### src/rtl/lsms_pkg.sv
// ----------------------------------------------------------------------------
// lsms_pkg: shared types and constants of the LED sweep mood sequencer
// Holds the item structs, the mode, opcode and controller state codes, the
// command and status bundles and the divide-by-100 helper.
// ----------------------------------------------------------------------------
package lsms_pkg;

  localparam int unsigned CFG_DATA_W = 16;
  localparam int unsigned CFG_IDX_W  = 1;
  localparam int unsigned HES_W      = 9;
  localparam int unsigned REST_W     = 16;
  localparam int unsigned POS_W      = 7;
  localparam int unsigned LVL_W      = 7;
  localparam int unsigned LED_W      = 4;
  localparam int unsigned PROD_W     = 14;
  localparam int unsigned QUOT_W     = 8;

  localparam logic [REST_W-1:0] NORMAL_REST_RST = 16'd200;
  localparam logic [REST_W-1:0] SCARED_REST_RST = 16'd1000;

  typedef enum logic [CFG_IDX_W-1:0] {
    REG_NORMAL_REST = 1'b0,
    REG_SCARED_REST = 1'b1
  } reg_idx_e;

  typedef enum logic [1:0] {
    OP_TICK  = 2'd0,
    OP_START = 2'd1,
    OP_TAP   = 2'd2,
    OP_NONE  = 2'd3
  } op_e;

  typedef enum logic [2:0] {
    MODE_READY   = 3'd0,
    MODE_SWEEP   = 3'd1,
    MODE_TIRED   = 3'd2,
    MODE_FRIGHT  = 3'd3,
    MODE_EXHAUST = 3'd4,
    MODE_HESIT   = 3'd5
  } mode_e;

  typedef enum logic [2:0] {
    S_IDLE,
    S_STEP,
    S_MUL,
    S_DIV,
    S_REM,
    S_SPLIT,
    S_LEVEL,
    S_OUT
  } ctl_state_e;

  typedef struct packed {
    logic [1:0]       op;
    logic [HES_W-1:0] hesitate_ticks;
  } in_item_t;

  typedef struct packed {
    logic             lit;
    logic [LED_W-1:0] first_led;
    logic [LVL_W-1:0] first_level;
    logic [LED_W-1:0] second_led;
    logic [LVL_W-1:0] second_level;
    logic [2:0]       mode;
  } out_item_t;

  typedef struct packed {
    logic             lit;
    logic [LED_W-1:0] first_led;
    logic [LVL_W-1:0] first_level;
    logic [LED_W-1:0] second_led;
    logic [LVL_W-1:0] second_level;
  } led_req_t;

  typedef struct packed {
    logic latch_in;
    logic step;
    logic mul;
    logic div;
    logic rem;
    logic split;
    logic level;
    logic load_out;
  } ctl_cmd_t;

  typedef struct packed {
    logic need_calc;
  } ctl_sts_t;

  // Quotient by 100 through a reciprocal, exact for every 14-bit input.
  function automatic logic [QUOT_W-1:0] div100(input logic [PROD_W-1:0] x);
    logic [27:0] p;
    p = 28'(x) * 28'd5243;
    return p[26:19];
  endfunction

endpackage

### src/rtl/lsms_ctrl.sv
// ----------------------------------------------------------------------------
// lsms_ctrl: sequencing controller
// Accepts one item at a time, steps the datapath through the state update
// and, if need_calc is set, the LED split stages; owns the output valid flag.
// ----------------------------------------------------------------------------
module lsms_ctrl (
  input  logic              clk_i,
  input  logic              rst_ni,
  input  logic              in_valid_i,
  output logic              in_ready_o,
  output logic              out_valid_o,
  input  logic              out_ready_i,
  output lsms_pkg::ctl_cmd_t cmd_o,
  input  lsms_pkg::ctl_sts_t sts_i
);

  lsms_pkg::ctl_state_e state_d, state_q;
  logic                 out_valid_d, out_valid_q;
  logic                 out_free;

  assign out_free    = !out_valid_q || out_ready_i;
  assign out_valid_o = out_valid_q;

  always_ff @(posedge clk_i or negedge rst_ni) begin
    if (!rst_ni) begin
      state_q     <= lsms_pkg::S_IDLE;
      out_valid_q <= 1'b0;
    end else begin
      state_q     <= state_d;
      out_valid_q <= out_valid_d;
    end
  end

  always_comb begin
    state_d = state_q;
    unique case (state_q)
      lsms_pkg::S_IDLE: begin
        if (in_valid_i) state_d = lsms_pkg::S_STEP;
      end
      lsms_pkg::S_STEP: begin
        state_d = sts_i.need_calc ? lsms_pkg::S_MUL : lsms_pkg::S_OUT;
      end
      lsms_pkg::S_MUL:   state_d = lsms_pkg::S_DIV;
      lsms_pkg::S_DIV:   state_d = lsms_pkg::S_REM;
      lsms_pkg::S_REM:   state_d = lsms_pkg::S_SPLIT;
      lsms_pkg::S_SPLIT: state_d = lsms_pkg::S_LEVEL;
      lsms_pkg::S_LEVEL: state_d = lsms_pkg::S_OUT;
      lsms_pkg::S_OUT: begin
        if (out_free) state_d = lsms_pkg::S_IDLE;
      end
      default: state_d = lsms_pkg::S_IDLE;
    endcase
  end

  always_comb begin
    cmd_o      = '0;
    in_ready_o = 1'b0;
    unique case (state_q)
      lsms_pkg::S_IDLE: begin
        in_ready_o     = 1'b1;
        cmd_o.latch_in = in_valid_i;
      end
      lsms_pkg::S_STEP:  cmd_o.step  = 1'b1;
      lsms_pkg::S_MUL:   cmd_o.mul   = 1'b1;
      lsms_pkg::S_DIV:   cmd_o.div   = 1'b1;
      lsms_pkg::S_REM:   cmd_o.rem   = 1'b1;
      lsms_pkg::S_SPLIT: cmd_o.split = 1'b1;
      lsms_pkg::S_LEVEL: cmd_o.level = 1'b1;
      lsms_pkg::S_OUT:   cmd_o.load_out = out_free;
      default: cmd_o = '0;
    endcase
  end

  always_comb begin
    out_valid_d = out_valid_q;
    if (cmd_o.load_out) begin
      out_valid_d = 1'b1;
    end else if (out_ready_i) begin
      out_valid_d = 1'b0;
    end
  end

  a_accept_steps: assert property (@(posedge clk_i) disable iff (!rst_ni)
    (in_valid_i && in_ready_o) |=> (state_q == lsms_pkg::S_STEP))
    else $error("accepted item did not enter the step state");

  a_load_free: assert property (@(posedge clk_i) disable iff (!rst_ni)
    cmd_o.load_out |-> (!out_valid_q || out_ready_i))
    else $error("result loaded over an unread result");

  a_calc_path: assert property (@(posedge clk_i) disable iff (!rst_ni)
    (state_q == lsms_pkg::S_STEP && sts_i.need_calc) |=> (state_q == lsms_pkg::S_MUL))
    else $error("sweep tick skipped the LED split stages");

  a_load_valid: assert property (@(posedge clk_i) disable iff (!rst_ni)
    cmd_o.load_out |=> out_valid_o)
    else $error("loaded result not presented");

endmodule

### src/rtl/lsms_dpath.sv
// ----------------------------------------------------------------------------
// lsms_dpath: mood state and LED split datapath
// Holds the rest registers, mode, sweep position, counters and the held LED
// request, and computes the LED pair and levels in registered stages.
// ----------------------------------------------------------------------------
module lsms_dpath #(
  parameter int unsigned NUM_LEDS     = 12,
  parameter int unsigned MAX_HESITATE = 256
) (
  input  logic                                clk_i,
  input  logic                                rst_ni,
  input  logic                                cfg_we_i,
  input  logic [lsms_pkg::CFG_IDX_W-1:0]      cfg_idx_i,
  input  logic [lsms_pkg::CFG_DATA_W-1:0]     cfg_wdata_i,
  input  lsms_pkg::in_item_t                  in_item_i,
  output lsms_pkg::out_item_t                 out_item_o,
  input  lsms_pkg::ctl_cmd_t                  cmd_i,
  output lsms_pkg::ctl_sts_t                  sts_o
);

  localparam logic [lsms_pkg::PROD_W-1:0] LED_SPAN = lsms_pkg::PROD_W'(NUM_LEDS - 1);
  localparam logic [16:0]                 HES_MAX  = 17'(MAX_HESITATE);

  logic [lsms_pkg::REST_W-1:0] normal_rest_d, normal_rest_q;
  logic [lsms_pkg::REST_W-1:0] scared_rest_d, scared_rest_q;
  lsms_pkg::mode_e             mode_d, mode_q;
  logic [lsms_pkg::POS_W-1:0]  pos_d, pos_q;
  lsms_pkg::led_req_t          req_d, req_q;

  logic [1:0]                  op_d, op_q;
  logic [lsms_pkg::HES_W-1:0]  hes_in_d, hes_in_q;
  logic [lsms_pkg::REST_W-1:0] rest_d, rest_q;
  logic [lsms_pkg::HES_W-1:0]  hcnt_d, hcnt_q;
  logic [lsms_pkg::PROD_W-1:0] prod_d, prod_q;
  logic [lsms_pkg::LVL_W-1:0]  bright_d, bright_q;
  logic [lsms_pkg::QUOT_W-1:0] lo_d, lo_q;
  logic [lsms_pkg::LVL_W-1:0]  frac_d, frac_q;
  logic [lsms_pkg::PROD_W-1:0] p1_d, p1_q, p2_d, p2_q;
  lsms_pkg::out_item_t         out_d, out_q;

  logic [lsms_pkg::POS_W-1:0]  pos_inc;
  logic [lsms_pkg::REST_W-1:0] rest_dec;
  logic [lsms_pkg::HES_W-1:0]  hcnt_dec;
  logic [lsms_pkg::HES_W-1:0]  hes_sat;
  logic [lsms_pkg::REST_W-1:0] normal_load, scared_load;
  logic [lsms_pkg::LVL_W-1:0]  inv_pos;
  logic [lsms_pkg::QUOT_W-1:0] hi_led;
  logic                        sweeping;

  assign pos_inc     = pos_q + 7'd1;
  assign rest_dec    = rest_q - 16'd1;
  assign hcnt_dec    = hcnt_q - 9'd1;
  assign normal_load = (normal_rest_q == '0) ? 16'd1 : normal_rest_q;
  assign scared_load = (scared_rest_q == '0) ? 16'd1 : scared_rest_q;
  assign sweeping    = (mode_q == lsms_pkg::MODE_SWEEP) || (mode_q == lsms_pkg::MODE_FRIGHT);
  assign inv_pos     = 7'd100 - pos_q;
  assign hi_led      = (frac_q != '0) ? lo_q + 8'd1 : lo_q;

  assign sts_o.need_calc = (op_q == lsms_pkg::OP_TICK) && sweeping && (pos_inc < 7'd100);

  always_comb begin
    hes_sat = (hes_in_q == '0) ? 9'd1 : hes_in_q;
    if (17'(hes_sat) > HES_MAX) hes_sat = lsms_pkg::HES_W'(MAX_HESITATE);
  end

  always_comb begin
    normal_rest_d = normal_rest_q;
    scared_rest_d = scared_rest_q;
    if (cfg_we_i) begin
      unique case (cfg_idx_i)
        lsms_pkg::REG_NORMAL_REST: normal_rest_d = cfg_wdata_i;
        lsms_pkg::REG_SCARED_REST: scared_rest_d = cfg_wdata_i;
        default: ;
      endcase
    end
  end

  always_comb begin
    op_d     = cmd_i.latch_in ? in_item_i.op : op_q;
    hes_in_d = cmd_i.latch_in ? in_item_i.hesitate_ticks : hes_in_q;
  end

  always_comb begin
    mode_d = mode_q;
    pos_d  = pos_q;
    rest_d = rest_q;
    hcnt_d = hcnt_q;
    req_d  = req_q;
    if (cmd_i.step) begin
      case (op_q)
        lsms_pkg::OP_TICK: begin
          if (sweeping) begin
            pos_d = pos_inc;
            if (pos_inc >= 7'd100) begin
              req_d  = '0;
              mode_d = (mode_q == lsms_pkg::MODE_SWEEP) ? lsms_pkg::MODE_TIRED
                                                        : lsms_pkg::MODE_EXHAUST;
            end
          end else if (mode_q == lsms_pkg::MODE_TIRED || mode_q == lsms_pkg::MODE_EXHAUST) begin
            rest_d = rest_dec;
            if (rest_dec == '0) mode_d = lsms_pkg::MODE_READY;
          end else if (mode_q == lsms_pkg::MODE_HESIT) begin
            hcnt_d = hcnt_dec;
            if (hcnt_dec == '0) begin
              pos_d  = '0;
              req_d  = '0;
              rest_d = scared_load;
              mode_d = lsms_pkg::MODE_FRIGHT;
            end
          end
        end
        lsms_pkg::OP_START: begin
          if (mode_q == lsms_pkg::MODE_READY) begin
            pos_d  = '0;
            req_d  = '0;
            rest_d = normal_load;
            mode_d = lsms_pkg::MODE_SWEEP;
          end
        end
        lsms_pkg::OP_TAP: begin
          if (mode_q == lsms_pkg::MODE_READY || mode_q == lsms_pkg::MODE_TIRED) begin
            hcnt_d = hes_sat;
            mode_d = lsms_pkg::MODE_HESIT;
          end
        end
        default: ;
      endcase
    end else if (cmd_i.level) begin
      req_d.lit          = 1'b1;
      req_d.first_led    = lo_q[lsms_pkg::LED_W-1:0];
      req_d.second_led   = hi_led[lsms_pkg::LED_W-1:0];
      req_d.first_level  = lsms_pkg::LVL_W'(lsms_pkg::div100(p1_q));
      req_d.second_level = lsms_pkg::LVL_W'(lsms_pkg::div100(p2_q));
    end
  end

  always_comb begin
    prod_d   = cmd_i.mul ? LED_SPAN * lsms_pkg::PROD_W'(inv_pos) : prod_q;
    bright_d = bright_q;
    if (cmd_i.mul) begin
      bright_d = (pos_q < 7'd50) ? {pos_q[5:0], 1'b0} : {inv_pos[5:0], 1'b0};
    end
    lo_d   = cmd_i.div ? lsms_pkg::div100(prod_q) : lo_q;
    frac_d = cmd_i.rem ? lsms_pkg::LVL_W'(prod_q - lsms_pkg::PROD_W'(lo_q) * 14'd100)
                       : frac_q;
    p1_d   = cmd_i.split ? lsms_pkg::PROD_W'(bright_q) * lsms_pkg::PROD_W'(7'd100 - frac_q)
                         : p1_q;
    p2_d   = cmd_i.split ? lsms_pkg::PROD_W'(bright_q) * lsms_pkg::PROD_W'(frac_q) : p2_q;
  end

  always_comb begin
    out_d = out_q;
    if (cmd_i.load_out) begin
      out_d.lit          = req_q.lit;
      out_d.first_led    = req_q.first_led;
      out_d.first_level  = req_q.first_level;
      out_d.second_led   = req_q.second_led;
      out_d.second_level = req_q.second_level;
      out_d.mode         = mode_q;
    end
  end

  always_ff @(posedge clk_i or negedge rst_ni) begin
    if (!rst_ni) begin
      normal_rest_q <= lsms_pkg::NORMAL_REST_RST;
      scared_rest_q <= lsms_pkg::SCARED_REST_RST;
      mode_q        <= lsms_pkg::MODE_READY;
      pos_q         <= '0;
      req_q         <= '0;
    end else begin
      normal_rest_q <= normal_rest_d;
      scared_rest_q <= scared_rest_d;
      mode_q        <= mode_d;
      pos_q         <= pos_d;
      req_q         <= req_d;
    end
  end

  always_ff @(posedge clk_i) begin
    op_q     <= op_d;
    hes_in_q <= hes_in_d;
    rest_q   <= rest_d;
    hcnt_q   <= hcnt_d;
    prod_q   <= prod_d;
    bright_q <= bright_d;
    lo_q     <= lo_d;
    frac_q   <= frac_d;
    p1_q     <= p1_d;
    p2_q     <= p2_d;
    out_q    <= out_d;
  end

  assign out_item_o = out_q;

endmodule

### src/rtl/led_sweep_mood_sequencer.sv
// ----------------------------------------------------------------------------
// led_sweep_mood_sequencer: LED sweep mood sequencer top level
// Items arrive on a valid/ready input channel (op, hesitate_ticks) and each
// item produces one result item on a valid/ready output channel carrying the
// requested LED pair, their levels and the mode after the item.
// The rest lengths are set through a write port: cfg_we_i, cfg_idx_i (0 for
// the normal rest, 1 for the frightened rest) and cfg_wdata_i, taken at once.
// One item is in work at a time. A start, tap or resting tick passes through
// the step and output states; a tick that moves a sweep also passes through
// the multiply, divide-by-100, remainder, split and level stages of the
// datapath between them. A new item is taken only after the last result is
// loaded into the output register.
// A finished result waits in the output register; the next item is still
// accepted and worked on, and then waits until the output is taken.
// After reset the block is ready with no LED lit, sweep position zero and
// rest lengths of 200 and 1000 ticks.
// ----------------------------------------------------------------------------
module led_sweep_mood_sequencer #(
  parameter int unsigned NUM_LEDS     = 12,
  parameter int unsigned MAX_HESITATE = 256
) (
  input  logic                            clk_i,
  input  logic                            rst_ni,
  input  logic                            cfg_we_i,
  input  logic [lsms_pkg::CFG_IDX_W-1:0]  cfg_idx_i,
  input  logic [lsms_pkg::CFG_DATA_W-1:0] cfg_wdata_i,
  input  logic                            in_valid_i,
  output logic                            in_ready_o,
  input  lsms_pkg::in_item_t              in_item_i,
  output logic                            out_valid_o,
  input  logic                            out_ready_i,
  output lsms_pkg::out_item_t             out_item_o
);

  lsms_pkg::ctl_cmd_t cmd;
  lsms_pkg::ctl_sts_t sts;

  lsms_ctrl u_ctrl (
    .clk_i      (clk_i),
    .rst_ni     (rst_ni),
    .in_valid_i (in_valid_i),
    .in_ready_o (in_ready_o),
    .out_valid_o(out_valid_o),
    .out_ready_i(out_ready_i),
    .cmd_o      (cmd),
    .sts_i      (sts)
  );

  lsms_dpath #(
    .NUM_LEDS    (NUM_LEDS),
    .MAX_HESITATE(MAX_HESITATE)
  ) u_dpath (
    .clk_i      (clk_i),
    .rst_ni     (rst_ni),
    .cfg_we_i   (cfg_we_i),
    .cfg_idx_i  (cfg_idx_i),
    .cfg_wdata_i(cfg_wdata_i),
    .in_item_i  (in_item_i),
    .out_item_o (out_item_o),
    .cmd_i      (cmd),
    .sts_o      (sts)
  );

endmodule
### config.mk
export PLATFORM = sky130hd
export DESIGN_NAME = led_sweep_mood_sequencer
export DESIGN_NICKNAME = d
export VERILOG_FILES = /design/src/rtl/lsms_pkg.sv /design/src/rtl/lsms_ctrl.sv /design/src/rtl/lsms_dpath.sv /design/src/rtl/led_sweep_mood_sequencer.sv
export SDC_FILE = /design/constraint.sdc
export NUM_CORES = 1
export LEC_CHECK = 0
export BUFFER_PORTS_ARGS = -buffer_cell sky130_fd_sc_hd__buf_2
export CAP_MARGIN = 15
export CORE_AREA = 2 2 290 149
export CTS_CLUSTER_DIAMETER = 50
export DETAILED_ROUTE_END_ITERATION = 10
export DIE_AREA = 0 0 292 151
export PLACE_DENSITY_LB_ADDON = 0.25
export SETUP_SLACK_MARGIN = 0.2
export SLEW_MARGIN = 25
export SYNTH_ARGS = -nofsm -noshare
export SYNTH_HDL_FRONTEND = slang
export SYNTH_HIERARCHICAL = 1
export SYNTH_SLANG_ARGS = --single-unit
### constraint.sdc
create_clock -name clk_i -period 10 [get_ports clk_i]
set_input_delay 0.5 -clock clk_i [delete_from_list [all_inputs] [get_ports clk_i]]
set_output_delay 0.5 -clock clk_i [all_outputs]
set_load 0.02 [all_outputs]
==> summary.json <==
{
  "status": "finished clean",
  "global_route_usage_over_all_layers": 0.2076,
  "worstMarginPinSlew_ns": 0.9099,
  "yosys.cell_count.top_type": "sky130_fd_sc_hd__inv_1",
  "synth_cell_type_count": 75,
  "synth.ff_latch_count": 184,
  "antenna_found_initial": 0,
  "core_mm2": 0.04145,
  "cts.repair_timing.setup_buffer_count": 0,
  "design.die.area_mm2": 0.04409,
  "final.setup_skew_ns": 0.01349,
  "worst_path_slowest_cell": "sky130_fd_sc_hd__o21ai_0",
  "syn_area_mm2": 0.02016,
  "netlist_instances": 1957,
  "report.final.slew_viol_count": 0,
  "cts.path.max_buffers": 2,
  "crit_required_ns": 10.34,
  "cap_viol_max_count": 0,
  "setup.worst_path.class": "flop to flop",
  "yosysWarningCount": 6,
  "remaining_drc_errors": 0,
  "period_minus_slack_ns": 5.431,
  "worst_hold_path_type": "input port to asynchronous set/reset pin",
  "synth-seq-area-share": 0.2575,
  "antenna_violating_nets_post_route": 0,
  "timing.critical_path.to_type": "flop",
  "buffer_ports.inserted": 60,
  "tritoncts.num_buffers": 17,
  "wirelength_um": 43230,
  "hold_buffers": 0,
  "cts-resized-gates": 0,
  "dr_total_vias": 13500,
  "synthesis.area_per_instance_um2": 10.30,
  "clock.fmax_mhz": 184.1,
  "first_global_vias": 13320,
  "setup_violations": 0,
  "postLayoutSetupSlackWorst_ns": 4.569,
  "hold_viol_final": 0,
  "hpwlAfterDp_um": 36300,
  "gpl.final_weighted_congestion": 0.9120,
  "path_max_fanout": 7,
  "die-height_um": 151,
  "post-place-ws_ns": 4.604,
  "period_share": 0.5431,
  "filler_cell_count_in_the_final_layout": 3673,
  "path_cells": "ha_1, fa_1, fa_1, fa_1, inv_1, fa_1, inv_1, ha_1, nand3_1, nor4_1, a21oi_1, o21ai_0, o211ai_1, a21o_1, a32o_1",
  "post_synth_main_area_contributors": "sky130_fd_sc_hd__ha_1 22%, sky130_fd_sc_hd__fa_1 20%, sky130_fd_sc_hd__edfxtp_1 17%",
  "synth_largest_area_cell": "sky130_fd_sc_hd__ha_1",
  "postSynth.asyncResetShare": 0.3750,
  "clock_pin_slew_reported_for_the_worst_setup_and_hold_paths_after_clock_tree_synthesis_ns": 0.08,
  "crit_family": "adder cells",
  "final_layout_size_suffix_gt1_frac": 0.08866,
  "grt_first_pass_wirelength_um": 71370,
  "clock_sinks": 184,
  "rows": 53,
  "cts_tree": "done",
  "worstSkewPairLatency_ns": 0.45,
  "synth_enable_flop_cells": 115,
  "cts-htree-levels": 4,
  "max-slew-margin-rel": 0.3878,
  "area_growth_syn_to_layout_pct": 7.858,
  "boundaryPins": 61,
  "netlist_top_cells_count": "453 x sky130_fd_sc_hd__inv_1, 355 x sky130_fd_sc_hd__ha_1, 202 x sky130_fd_sc_hd__fa_1",
  "die_w_um": 292,
  "detail_route.first_pass.iterations": 5,
  "rsz_0062_raised_after_global_routing": "false",
  "fin_tns_setup_ns": 0,
  "final_nets": 2596,
  "worstPathBufferInverterCount": 2,
  "maximum_number_of_pins_on_one_net_before_global_route_repair": 70,
  "routed_wire_length_per_instance_um": 16.83,
  "antenna_cells_inserted": 0,
  "worst_setup_sp_type": "flop",
  "globalRoute.totalOverflow": 0,
  "worst_ep_arrival_time_ns": 5.77,
  "synthFlopType": "sky130_fd_sc_hd__edfxtp_1",
  "start_util": 0.4864,
  "synth.top_cell.area_share": 0.2203,
  "worst_path_largest_cell_delay_ns": 0.61,
  "first_iter_violations": 1070,
  "postSynthNetCount": 2547,
  "cpMostUsedCell": "sky130_fd_sc_hd__fa_1",
  "route.detailed.vias_per_inst": 5.253,
  "cts_root_buf": "sky130_fd_sc_hd__clkbuf_16"
}
==> logic make-up after synthesis <==
kind of cell,synth area share
compound gates,0.07715
simple gates,0.09329
mux,0.02005
flops,0.2575
fa+ha+maj,0.4210
xor+xnor,0.03823
buf+inv,0.09279
==> per-layer routing <==
layer  wire, um  share of wire  GRT usage  vias up
li1           -              -          -     6551
met1      23420           0.54     0.3424     6610
met2      16560           0.38     0.2707      314
met3       2929          0.068    0.04842       20
met4        320         0.0074    0.03351        0
met5          0              0          0        -
==> stage by stage <==
stage,cells,util,hold WS (ns),cell area [um^2]
after floorplan,1957,-,0.2044,20160
after global placement,2536,0.5082,0.4353,21060
after global routing,2569,0.5246,0.1828,21740
final,2569,0.5246,0.1720,21740
after CTS,2568,0.5240,0.1886,21720
after detailed placement,2536,0.5083,0.4349,21070
==> path summary, 6_finish.rpt <==
path,from,end,slack [ns],cells after the start
max,u_dpath/p1_q[12],u_dpath/req_q[14],4.57,15
min,rst_ni,u_dpath/scared_rest_q[14],0.17,2
max reg2reg,u_dpath/p1_q[12],u_dpath/req_q[14],4.57,15
min reg2reg,u_dpath/req_q[18],u_dpath/out_item_o[21],0.45,0
max in group asynchronous,rst_ni,u_dpath/req_q[11],9.36,2
min in group clk_i,in_item_i[6],u_dpath/hes_in_q[6],0.22,1
==> sequential cells by signal, summed over array words and instances (netlist names), 11 cells and up <==
name and cells:
u_dpath/out_item_o 26, u_dpath/scared_rest_q 16, u_dpath/rest_q 16, u_dpath/prod_q 11
u_dpath/p1_q 13, u_dpath/p2_q 12, u_dpath/normal_rest_q 16, u_dpath/req_q 23
==> layout make-up <==
type,count,area [um^2],area share
repair buffers,71,394.1,0.01813
multi-input cells,1279,13120,0.6035
flip-flops and latches,184,5191,0.2388
well taps,550,688.2,0.03165
clock inverters,14,196.4,0.009035
inverters,453,1700,0.07821
clock buffers,18,450.4,0.02072
==> cell usage in the layout (no fill, tap or decap), types with 9 or more instances in the layout <==
cell	instances
sky130_fd_sc_hd__nand2b_1	16
sky130_fd_sc_hd__clkbuf_16	18
sky130_fd_sc_hd__mux2_2	31
sky130_fd_sc_hd__fa_1	202
sky130_fd_sc_hd__a31oi_1	12
sky130_fd_sc_hd__nand3_1	16
sky130_fd_sc_hd__nand4_1	13
sky130_fd_sc_hd__ha_1	355
sky130_fd_sc_hd__nor4_1	19
sky130_fd_sc_hd__dfstp_2	9
sky130_fd_sc_hd__inv_1	453
sky130_fd_sc_hd__nor2_1	51
sky130_fd_sc_hd__buf_4	9
sky130_fd_sc_hd__nand2_1	109
sky130_fd_sc_hd__o21bai_1	9
sky130_fd_sc_hd__xor2_1	29
sky130_fd_sc_hd__xnor2_1	59
sky130_fd_sc_hd__a21o_1	18
sky130_fd_sc_hd__a21oi_1	54
sky130_fd_sc_hd__buf_2	60
sky130_fd_sc_hd__nor3_1	25
sky130_fd_sc_hd__dfrtp_1	60
sky130_fd_sc_hd__edfxtp_1	115
sky130_fd_sc_hd__and2_1	43
sky130_fd_sc_hd__o21ai_0	67
sky130_fd_sc_hd__nor2b_1	18
sky130_fd_sc_hd__or3_1	12
Power is left out: the tool's default activity adds up to more than one toggle a clock period on the data nets, which glitch-free logic cannot reach.
